===== src/hdl/cas_pkg.sv =====
// shared types, character codes and helpers for the cigar alignment span block
`timescale 1ns / 1ps

package cas_pkg;

  localparam int MAX_DIGITS_DEF = 5;
  localparam int CMD_DEPTH_DEF  = 4;
  localparam int SPAN_DEPTH_DEF = 2;

  localparam logic [7:0] CH_ZERO  = 8'h30;
  localparam logic [7:0] CH_NINE  = 8'h39;
  localparam logic [7:0] CH_M     = 8'h4D;
  localparam logic [7:0] CH_EQ    = 8'h3D;
  localparam logic [7:0] CH_X     = 8'h58;
  localparam logic [7:0] CH_S     = 8'h53;
  localparam logic [7:0] CH_H     = 8'h48;
  localparam logic [7:0] CH_I     = 8'h49;
  localparam logic [7:0] CH_D     = 8'h44;
  localparam logic [7:0] CH_N     = 8'h4E;

  typedef enum logic [2:0] {
    OP_NONE  = 3'd0,
    OP_MATCH = 3'd1,
    OP_CLIP  = 3'd2,
    OP_INS   = 3'd3,
    OP_DEL   = 3'd4
  } op_t;

  typedef struct packed {
    logic [7:0]         cigar_char;
    logic               last_char;
    logic signed [31:0] ref_start;
    logic               fwd_strand;
    logic [19:0]        read_length;
  } cigar_item_t;

  typedef struct packed {
    logic signed [31:0] read_first;
    logic signed [31:0] read_final;
    logic signed [31:0] ref_first;
    logic signed [31:0] ref_final;
  } span_item_t;

  // control part of one command passed from front to back
  typedef struct packed {
    op_t         op;
    logic        last;
    logic [31:0] ref_start;
    logic        fwd_strand;
    logic [19:0] read_length;
  } cmd_ctl_t;

  // bits needed for a run length of up to n decimal digits
  function automatic int pend_width(input int n);
    longint p;
    p = 1;
    for (int i = 0; i < n; i++) begin
      p = p * 10;
    end
    return $clog2(p);
  endfunction

  function automatic op_t classify(input logic [7:0] ch);
    op_t op;
    case (ch)
      CH_M, CH_EQ, CH_X: op = OP_MATCH;
      CH_S, CH_H:        op = OP_CLIP;
      CH_I:              op = OP_INS;
      CH_D, CH_N:        op = OP_DEL;
      default:           op = OP_NONE;
    endcase
    return op;
  endfunction

endpackage


===== src/hdl/cas_fifo.sv =====
// small register queue with first-word fall-through read
`timescale 1ns / 1ps

module cas_fifo #(
  parameter int WIDTH = 8,
  parameter int DEPTH = 2
) (
  input  logic             clk,
  input  logic             rst,
  input  logic             push,
  output logic             full,
  input  logic [WIDTH-1:0] wdata,
  input  logic             pop,
  output logic             empty,
  output logic [WIDTH-1:0] rdata
);

  localparam int PTR_W = (DEPTH > 1) ? $clog2(DEPTH) : 1;
  localparam int CNT_W = $clog2(DEPTH + 1);

  logic [WIDTH-1:0] mem [DEPTH];
  logic [PTR_W-1:0] wr_ptr;
  logic [PTR_W-1:0] rd_ptr;
  logic [CNT_W-1:0] count;
  logic             do_push;
  logic             do_pop;

  assign full    = (count == CNT_W'(DEPTH));
  assign empty   = (count == '0);
  assign do_push = push && !full;
  assign do_pop  = pop && !empty;
  assign rdata   = mem[rd_ptr];

  always_ff @(posedge clk) begin
    if (do_push) begin
      mem[wr_ptr] <= wdata;
    end
  end

  always_ff @(posedge clk) begin
    if (rst) begin
      wr_ptr <= '0;
      rd_ptr <= '0;
      count  <= '0;
    end else begin
      if (do_push) begin
        wr_ptr <= (wr_ptr == PTR_W'(DEPTH - 1)) ? '0 : wr_ptr + PTR_W'(1);
      end
      if (do_pop) begin
        rd_ptr <= (rd_ptr == PTR_W'(DEPTH - 1)) ? '0 : rd_ptr + PTR_W'(1);
      end
      if (do_push && !do_pop) begin
        count <= count + CNT_W'(1);
      end else if (do_pop && !do_push) begin
        count <= count - CNT_W'(1);
      end
    end
  end

endmodule


===== src/hdl/cas_front.sv =====
// front end: takes characters, builds run lengths, issues operation commands
`timescale 1ns / 1ps

module cas_front import cas_pkg::*; #(
  parameter int MAX_DIGITS = MAX_DIGITS_DEF,
  parameter int PEND_W     = pend_width(MAX_DIGITS)
) (
  input  logic              clk,
  input  logic              rst,
  input  logic              push,
  output logic              full,
  input  cigar_item_t       cigar,
  output logic              cmd_push,
  input  logic              cmd_full,
  output cmd_ctl_t          cmd_ctl,
  output logic [PEND_W-1:0] cmd_len
);

  localparam int CNT_W = $clog2(MAX_DIGITS + 1);

  logic [PEND_W-1:0] pending;
  logic [PEND_W-1:0] pending_next;
  logic [CNT_W-1:0]  digit_count;
  logic              accept;
  logic              is_digit;
  logic [3:0]        digit;

  assign full     = cmd_full;
  assign accept   = push && !cmd_full;
  assign is_digit = (cigar.cigar_char >= CH_ZERO) && (cigar.cigar_char <= CH_NINE);
  assign digit    = 4'(cigar.cigar_char - CH_ZERO);

  // times ten as two shifts and an add
  assign pending_next = (pending << 3) + (pending << 1) + PEND_W'(digit);

  // a digit only goes to the back end when it closes the string
  assign cmd_push = accept && (!is_digit || cigar.last_char);

  always_comb begin
    cmd_ctl.op          = is_digit ? OP_NONE : classify(cigar.cigar_char);
    cmd_ctl.last        = cigar.last_char;
    cmd_ctl.ref_start   = cigar.ref_start;
    cmd_ctl.fwd_strand  = cigar.fwd_strand;
    cmd_ctl.read_length = cigar.read_length;
  end

  assign cmd_len = pending;

  always_ff @(posedge clk) begin
    if (rst) begin
      pending     <= '0;
      digit_count <= '0;
    end else if (accept) begin
      if (!is_digit || cigar.last_char) begin
        pending     <= '0;
        digit_count <= '0;
      end else if (digit_count < CNT_W'(MAX_DIGITS)) begin
        pending     <= pending_next;
        digit_count <= digit_count + CNT_W'(1);
      end
    end
  end

endmodule


===== src/hdl/cas_back.sv =====
// back end: applies commands to the span accumulators and forms the result
`timescale 1ns / 1ps

module cas_back import cas_pkg::*; #(
  parameter int PEND_W = pend_width(MAX_DIGITS_DEF)
) (
  input  logic              clk,
  input  logic              rst,
  input  logic              cmd_valid,
  input  cmd_ctl_t          cmd_ctl,
  input  logic [PEND_W-1:0] cmd_len,
  output logic              cmd_pop,
  output logic              span_push,
  input  logic              span_full,
  output span_item_t        span
);

  logic [31:0] read_left;
  logic [31:0] read_right;
  logic [31:0] ref_advance;
  logic        match_seen;

  logic [31:0] read_left_next;
  logic [31:0] read_right_next;
  logic [31:0] ref_advance_next;
  logic        match_seen_next;
  logic [31:0] len;

  // finish stage: final sums held while the mirrored result is formed
  logic        fin_valid;
  logic [31:0] fin_left;
  logic [31:0] fin_right;
  logic [31:0] fin_advance;
  logic [31:0] fin_ref_start;
  logic        fin_same;
  logic [19:0] fin_read_length;
  logic        fin_ready;
  logic        take;

  assign len       = 32'(cmd_len);
  assign fin_ready = !fin_valid || !span_full;
  assign take      = cmd_valid && (!cmd_ctl.last || fin_ready);
  assign cmd_pop   = take;
  assign span_push = fin_valid && !span_full;

  always_comb begin
    read_left_next   = read_left;
    read_right_next  = read_right;
    ref_advance_next = ref_advance;
    match_seen_next  = match_seen;
    case (cmd_ctl.op)
      OP_MATCH: begin
        read_right_next  = read_right + len;
        ref_advance_next = ref_advance + len;
        match_seen_next  = 1'b1;
      end
      OP_CLIP: begin
        if (!match_seen) begin
          read_left_next  = read_left + len;
          read_right_next = read_right + len;
        end
      end
      OP_INS: begin
        read_right_next = read_right + len;
      end
      OP_DEL: begin
        // deletion and skip advance by one less than the run length
        ref_advance_next = ref_advance + len - 32'd1;
      end
      default: begin
      end
    endcase
  end

  always_ff @(posedge clk) begin
    if (rst) begin
      read_left   <= '0;
      read_right  <= '1;
      ref_advance <= '0;
      match_seen  <= 1'b0;
    end else if (take) begin
      if (cmd_ctl.last) begin
        read_left   <= '0;
        read_right  <= '1;
        ref_advance <= '0;
        match_seen  <= 1'b0;
      end else begin
        read_left   <= read_left_next;
        read_right  <= read_right_next;
        ref_advance <= ref_advance_next;
        match_seen  <= match_seen_next;
      end
    end
  end

  always_ff @(posedge clk) begin
    if (rst) begin
      fin_valid <= 1'b0;
    end else if (take && cmd_ctl.last) begin
      fin_valid <= 1'b1;
    end else if (span_push) begin
      fin_valid <= 1'b0;
    end
  end

  always_ff @(posedge clk) begin
    if (take && cmd_ctl.last) begin
      fin_left        <= read_left_next;
      fin_right       <= read_right_next;
      fin_advance     <= ref_advance_next;
      fin_ref_start   <= cmd_ctl.ref_start;
      fin_same        <= cmd_ctl.fwd_strand;
      fin_read_length <= cmd_ctl.read_length;
    end
  end

  // opposite strand mirrors read positions against the read length
  always_comb begin
    if (fin_same) begin
      span.read_first = fin_left;
      span.read_final = fin_right;
    end else begin
      span.read_first = 32'(fin_read_length) - fin_right - 32'd1;
      span.read_final = 32'(fin_read_length) - fin_left - 32'd1;
    end
    span.ref_first = fin_ref_start;
    span.ref_final = fin_ref_start - 32'd1 + fin_advance;
  end

endmodule


===== src/hdl/cigar_alignment_span.sv =====
// top level of the cigar alignment span block
`timescale 1ns / 1ps

// Streams a CIGAR string one character per item and, on the item flagged
// last_char, queues one result with the read and reference spans (read
// positions mirrored against read_length when fwd_strand is 0). A new
// character is taken every cycle as long as full is low; each character is
// handled by the digit/run-length front end and, if it is an operation or
// the last one, by the span accumulators behind a command queue of
// CMD_DEPTH entries. A result passes from its last character through the
// command queue and the finish register into a SPAN_DEPTH queue, where it
// waits until popped; a stalled result queue backs up into full. After
// each result the block starts a fresh string with the next character.

module cigar_alignment_span import cas_pkg::*; #(
  parameter int MAX_DIGITS = MAX_DIGITS_DEF,
  parameter int CMD_DEPTH  = CMD_DEPTH_DEF,
  parameter int SPAN_DEPTH = SPAN_DEPTH_DEF
) (
  input  logic        clk,
  input  logic        rst,
  input  logic        push,
  output logic        full,
  input  cigar_item_t cigar,
  output logic        empty,
  input  logic        pop,
  output span_item_t  span
);

  localparam int PEND_W = pend_width(MAX_DIGITS);
  localparam int CMD_W  = $bits(cmd_ctl_t) + PEND_W;
  localparam int SPAN_W = $bits(span_item_t);

  logic              cmd_push;
  logic              cmd_full;
  cmd_ctl_t          front_ctl;
  logic [PEND_W-1:0] front_len;
  logic              cmd_empty;
  logic              cmd_pop;
  logic [CMD_W-1:0]  cmd_rdata;
  cmd_ctl_t          back_ctl;
  logic [PEND_W-1:0] back_len;
  logic              span_push;
  logic              span_full;
  span_item_t        back_span;
  logic [SPAN_W-1:0] span_rdata;

  cas_front #(
    .MAX_DIGITS (MAX_DIGITS),
    .PEND_W     (PEND_W)
  ) u_front (
    .clk      (clk),
    .rst      (rst),
    .push     (push),
    .full     (full),
    .cigar    (cigar),
    .cmd_push (cmd_push),
    .cmd_full (cmd_full),
    .cmd_ctl  (front_ctl),
    .cmd_len  (front_len)
  );

  cas_fifo #(
    .WIDTH (CMD_W),
    .DEPTH (CMD_DEPTH)
  ) u_cmd_q (
    .clk   (clk),
    .rst   (rst),
    .push  (cmd_push),
    .full  (cmd_full),
    .wdata ({front_ctl, front_len}),
    .pop   (cmd_pop),
    .empty (cmd_empty),
    .rdata (cmd_rdata)
  );

  assign back_ctl = cmd_ctl_t'(cmd_rdata[CMD_W-1:PEND_W]);
  assign back_len = cmd_rdata[PEND_W-1:0];

  cas_back #(
    .PEND_W (PEND_W)
  ) u_back (
    .clk       (clk),
    .rst       (rst),
    .cmd_valid (!cmd_empty),
    .cmd_ctl   (back_ctl),
    .cmd_len   (back_len),
    .cmd_pop   (cmd_pop),
    .span_push (span_push),
    .span_full (span_full),
    .span      (back_span)
  );

  cas_fifo #(
    .WIDTH (SPAN_W),
    .DEPTH (SPAN_DEPTH)
  ) u_span_q (
    .clk   (clk),
    .rst   (rst),
    .push  (span_push),
    .full  (span_full),
    .wdata (back_span),
    .pop   (pop),
    .empty (empty),
    .rdata (span_rdata)
  );

  assign span = span_item_t'(span_rdata);

endmodule


===== config.mk =====
export PLATFORM = sky130hd
export DESIGN_NAME = cigar_alignment_span
export DESIGN_NICKNAME = d
export VERILOG_FILES = /design/src/hdl/cas_pkg.sv /design/src/hdl/cas_fifo.sv /design/src/hdl/cas_front.sv /design/src/hdl/cas_back.sv /design/src/hdl/cigar_alignment_span.sv
export SDC_FILE = /design/constraint.sdc
export NUM_CORES = 1
export LEC_CHECK = 0
export CORE_UTILIZATION = 46
export CTS_CLUSTER_SIZE = 24
export DETAILED_ROUTE_END_ITERATION = 10
export DONT_BUFFER_PORTS = 1
export PLACE_DENSITY_LB_ADDON = 0.05
export SETUP_SLACK_MARGIN = 0.15
export SLEW_MARGIN = 10
export SYNTH_ARGS = -nofsm -noshare
export SYNTH_HDL_FRONTEND = slang
export SYNTH_SLANG_ARGS = --single-unit

===== constraint.sdc =====
create_clock -name clk -period 15 [get_ports clk]
set_input_delay 1.5 -clock clk [delete_from_list [all_inputs] [get_ports clk]]
set_output_delay 1.5 -clock clk [all_outputs]
set_load 0.05 [all_outputs]

# Word level (Yosys, flattened, before mapping)
# Memory sizes are Yosys's and may differ from the RTL's. A register that Yosys moved wholly into a read port is not among the register bits.
# Index checks and enable logic that the tools add are counted.
# word_totals
ff_bits,278
latchBits,0
mem_bits_rw,552
mem_bits_ro,0
input_bits,66
elab_cells,138
mem_count,2
# op_classes
n_addsub,22
n_mul,0
div_mod_pow,0
n_lt_le_gt_ge,3
n_eq_ne,16
n_shift,0
n_mux,35
bitwise_logic,0
reduce_logical,41
# mem_list
name,words,word_bits,read_ports,rd_ports_with_merged_regs,wr,line,text
u_cmd_q.mem,4,74,1,1,1,cas_fifo.sv:21,logic [WIDTH-1:0] mem [DEPTH];
u_span_q.mem,2,128,1,1,1,cas_fifo.sv:21,
# op_table
cell,count
$mux 32,6
$pmux 32 s2,2
$sub 32x1->32 const B,4
$add 32x17->32,3
$mux 64,1
$sub 20x32->32,2
$eq 8x7->1 const B,7
$mux 17,2
$add 32x32->32,1
$add 17x17->17,1
$add 17x4->17,1
$mux 3,5
$logic_and 1x1->1,14
$mux 1,12
$mux 2,6
$pmux 3 s4,1
$logic_not 1->1,11
$reduce_bool 2->1,5
$eq 8x6->1 const B,1
$ge 8x6->1 const B,1
$le 8x6->1 const B,1
$add 2x1->2 const B,3
$add 3x1->3 const B,2
$eq 2x2->1 const B,3
14 further kinds,22

# Longest topological paths before layout
# logic_depth
word_depth,10
mapped_depth,18

# Modules after synthesis
# A second synthesis with hierarchy kept.
# unflattened
hier_cells,3343
area_unflattened_um2,41384.7
# modules_own_cells
module,instances,cells_each,area_per_inst_um2
cas_back,1,2224,18616.6
cas_fifo at u_cmd_q,1,436,11177.0
cas_fifo at u_span_q,1,423,9489.1
cas_front,1,259,2098.3
cigar_alignment_span,1,1,3.8

# Least setup slack after synthesis
# Ideal clock, no wire load.
# synth_timing
path_type,flip-flop to flip-flop
start,reg (tool-made name)
end,reg u_back.read_right[11]
arrival_time_ps,13268
required_time_ps,14921
slack_ps,1653
path_stages_with_launch,7
period_less_slack_ps,13347
cell_sequence,dfxtp_1 -> buf_1 -> mux4_2 -> nor3b_1 -> nor2_1 -> clkbuf_1 -> o211ai_1
# synth_lines
item,line,text
"end signal, assigned",cas_back.sv:89,read_right <= read_right_next;
"end, declared",cas_back.sv:19,logic [31:0] read_right;

==> impl_metrics.env <==
export IMPL_status="finished, final reports clean"
export IMPL_path_class="reg -> reg"
export IMPL_required_ns=15.39
export IMPL_synth_area_um2=40400
export IMPL_gr_total_overflow=0
export IMPL_clock_latency_ns=0.66
export IMPL_start_kind="register"
export IMPL_met3_usage_pct=3.59
export IMPL_syn_nets=3470
export IMPL_ys_warn_count=0
export IMPL_max_slew_margin_pct=19.4
export IMPL_holdBufCountCts=0
export IMPL_synthFlopType="edfxtp_1"
export IMPL_cts_resized=0
export IMPL_critPathSlowestCell="dfxtp_4"
export IMPL_slowest_delay_ns=0.96
export IMPL_place_gp_congestion=0.863
export IMPL_htree_levels=3
export IMPL_layout_common_cells="edfxtp_1 (701), nand2_1 (268), inv_1 (215)"
export IMPL_root_buffer="clkbuf_16"
export IMPL_drt_iter0_markers=1645
export IMPL_fp_dieW_um=299
export IMPL_dieArea_um2=89100
export IMPL_rsz0062_at_grt="no"
export IMPL_powerDensity_nw_per_um2=254
export IMPL_max_freq_ghz=0.152
export IMPL_path_max_fanout=39
export IMPL_routed_wl_mm=98.3
export IMPL_min_path_type="reg -> reg"
export IMPL_timing_final_max_slew_violations=0
export IMPL_cp_top_family="simple AND/OR/NAND/NOR gates"
export IMPL_cts_buffer_depth=3
export IMPL_num_vias=25200
export IMPL_setup_viol=0
export IMPL_worst_pin_slew_ns=1.18
export IMPL_start_util_pct=46.6
export IMPL_tns_ns=0
export IMPL_ys_seq_elements=833
export IMPL_portBuffers=0
export IMPL_worst_path_buf_inv=1
export IMPL_global_route_usage_total_pct=21.9
export IMPL_cts_setup_buffers=0
export IMPL_dp_hpwl_mm=70.0
export IMPL_core_rowCount=108
export IMPL_cts_tree="built"
export IMPL_grtUsageMet1_pct=31.2
export IMPL_synth_edf_count=701
export IMPL_layout_commonest_cell="edfxtp_1"
export IMPL_path_cells="buf_4, mux4_2, ha_1, o21ai_0, nor3_1, a2111oi_1, nand3b_4, or4b_1, or3_1, nor4b_1, mux2i_1, nor2_1, xnor2_1"
export IMPL_yosysUniqueCellTypes=80
export IMPL_nets=3465
export IMPL_drcViolationCount=0
export IMPL_ir_drop_v=0.000154
export IMPL_placed_cells=4264
export IMPL_routedWlPerCell_um=22.2
export IMPL_area_growth_pct=10.5
export IMPL_cp_arrival_ns=6.98
export IMPL_grt_max_degree=77
export IMPL_clk_pin_slew_worst_paths_ns=0.06
export IMPL_synthArstFlopShare_pct=0
export IMPL_skew_ns=0.0294
export IMPL_hold_viol=0
export IMPL_stdcell_count=4433
export IMPL_io_pins=196
export IMPL_syn_avg_cell_area_um2=12.6
export IMPL_first_global_vias=24700
export IMPL_synthCells=3206
export IMPL_placedInstanceArea_um2=41700
export IMPL_yosysSeqAreaShare_pct=58.6
export IMPL_cts_sinks=833
export IMPL_cts_inserted_buffers=90
export IMPL_period_share_pct=44.0
export IMPL_chipHeight_um=299
export IMPL_design_area_um2=44700
export IMPL_coreArea_um2=86900
export IMPL_finalCriticalPeriod_ns=6.60
export IMPL_post_route_cells_drive_above_1_share_pct=12.6
export IMPL_grt_pass1_wl_mm=150
export IMPL_n_antenna_cell=0
export IMPL_grtUsageMet2_pct=35.5
export IMPL_ant_nets=0
export IMPL_vias_per_cell=5.69
export IMPL_leakage_uw=0.0162
export IMPL_antenna_found_initial=4
export IMPL_top_usage_layer="met2"
export IMPL_dr_pass1_iters=7
export IMPL_worstSetupEndpointType="register"
export IMPL_maxCapViolCount=0
export IMPL_final_core_util_pct=51.5
-- area by class of cell --
cell class	count	area [um2]
tap	1155	1450
inverter	215	807
timing repair buffer	29	218
clock buffer	106	2350
sequential	833	23700
clock inverter	63	657
fill	7431	42200
multi-input combinational	2032	15500
-- Yosys cell counts, types with 33 or more instances --
| cell | n | area [um2] |
|---|---|---|
| nand2_1 | 268 | 1010 |
| ha_1 | 189 | 2360 |
| mux4_2 | 74 | 1670 |
| dfxtp_1 | 132 | 2640 |
| a21oi_1 | 115 | 576 |
| edfxtp_1 | 701 | 21100 |
| clkbuf_1 | 105 | 394 |
| nand3_1 | 82 | 410 |
| a22oi_1 | 51 | 383 |
| xor2_1 | 87 | 762 |
| xnor2_1 | 118 | 1030 |
| nor3_1 | 37 | 185 |
| mux2_2 | 136 | 1530 |
| o21ai_0 | 161 | 806 |
| a21o_1 | 33 | 248 |
| nor2_1 | 206 | 773 |
| inv_1 | 215 | 807 |
-- registers in the layout, indices dropped and copies added (netlist names), named ones only --
name,flops
u_span_q.rd_ptr,1
u_front.cmd_len,17
u_cmd_q.wr_ptr,2
u_span_q.count,2
u_cmd_q.rd_ptr,2
u_cmd_q.count,3
u_span_q.wr_ptr,1
u_back.fin_left,32
u_back.read_right,32
u_back.fin_read_length,20
u_back.read_left,32
u_back.fin_valid,1
u_span_q.mem,256
u_back.ref_advance,32
u_front.digit_count,3
u_back.fin_same,1
u_back.fin_right,32
u_back.fin_advance,32
u_back.fin_ref_start,32
u_back.match_seen,1
u_cmd_q.mem,296
-- path summary, 6_finish.rpt --
check / end / slack (ns) / start / cells after the start
max reg2reg: u_back.fin_advance[31] / 8.40 / register / 13
min: register / 0.47 / u_cmd_q.rd_ptr[1] / 2
min reg2reg: register / 0.47 / u_cmd_q.rd_ptr[1] / 2
max: u_back.fin_advance[31] / 8.40 / register / 13
-- stage by stage --
step | setup WS (ns) | total power [uW] | hold WS, ns
floorplan | 1.65 | 7890 | 0.445
global placement | 8.21 | 9120 | 0.444
detailed placement | 8.24 | 9210 | 0.458
CTS | 8.22 | 11500 | 0.467
global route | 7.79 | 12100 | 0.498
finish | 8.40 | 11400 | 0.471
-- power breakdown --
| part | switching, uW | internal, uW |
|---|---|---|
| registers | 362 | 3450 |
| clock network | 928 | 1310 |
| logic | 3510 | 1800 |
-- worst min-delay path, delay by kind of cell, from the launching register on --
kind | cells | cell delay (ns)
and+or+nand+nor | 1 | 0.05
AOI/OAI and AO/OA | 1 | 0.07
DFF | 1 | 0.31
-- cell families (layout without fill, tap and decap cells) --
kind of cell	after synthesis	in the layout	synth area share [%]
compound gates	602	602	9.80
xor+xnor	206	206	4.48
flops	833	833	58.6
mux	221	221	8.18
fa+ha+maj	198	198	6.29
simple gates	805	805	9.49
buf+inv	341	413	3.19
-- metal layers --
layer | share of wire, % | vias to the layer above
met2 | 47 | 586
li1 | - | 11900
met1 | 47 | 12600
met3 | 4.7 | 124
met4 | 1.8 | 0
met5 | 0 | -
No activity file was read; power rests on OpenSTA's default activity.
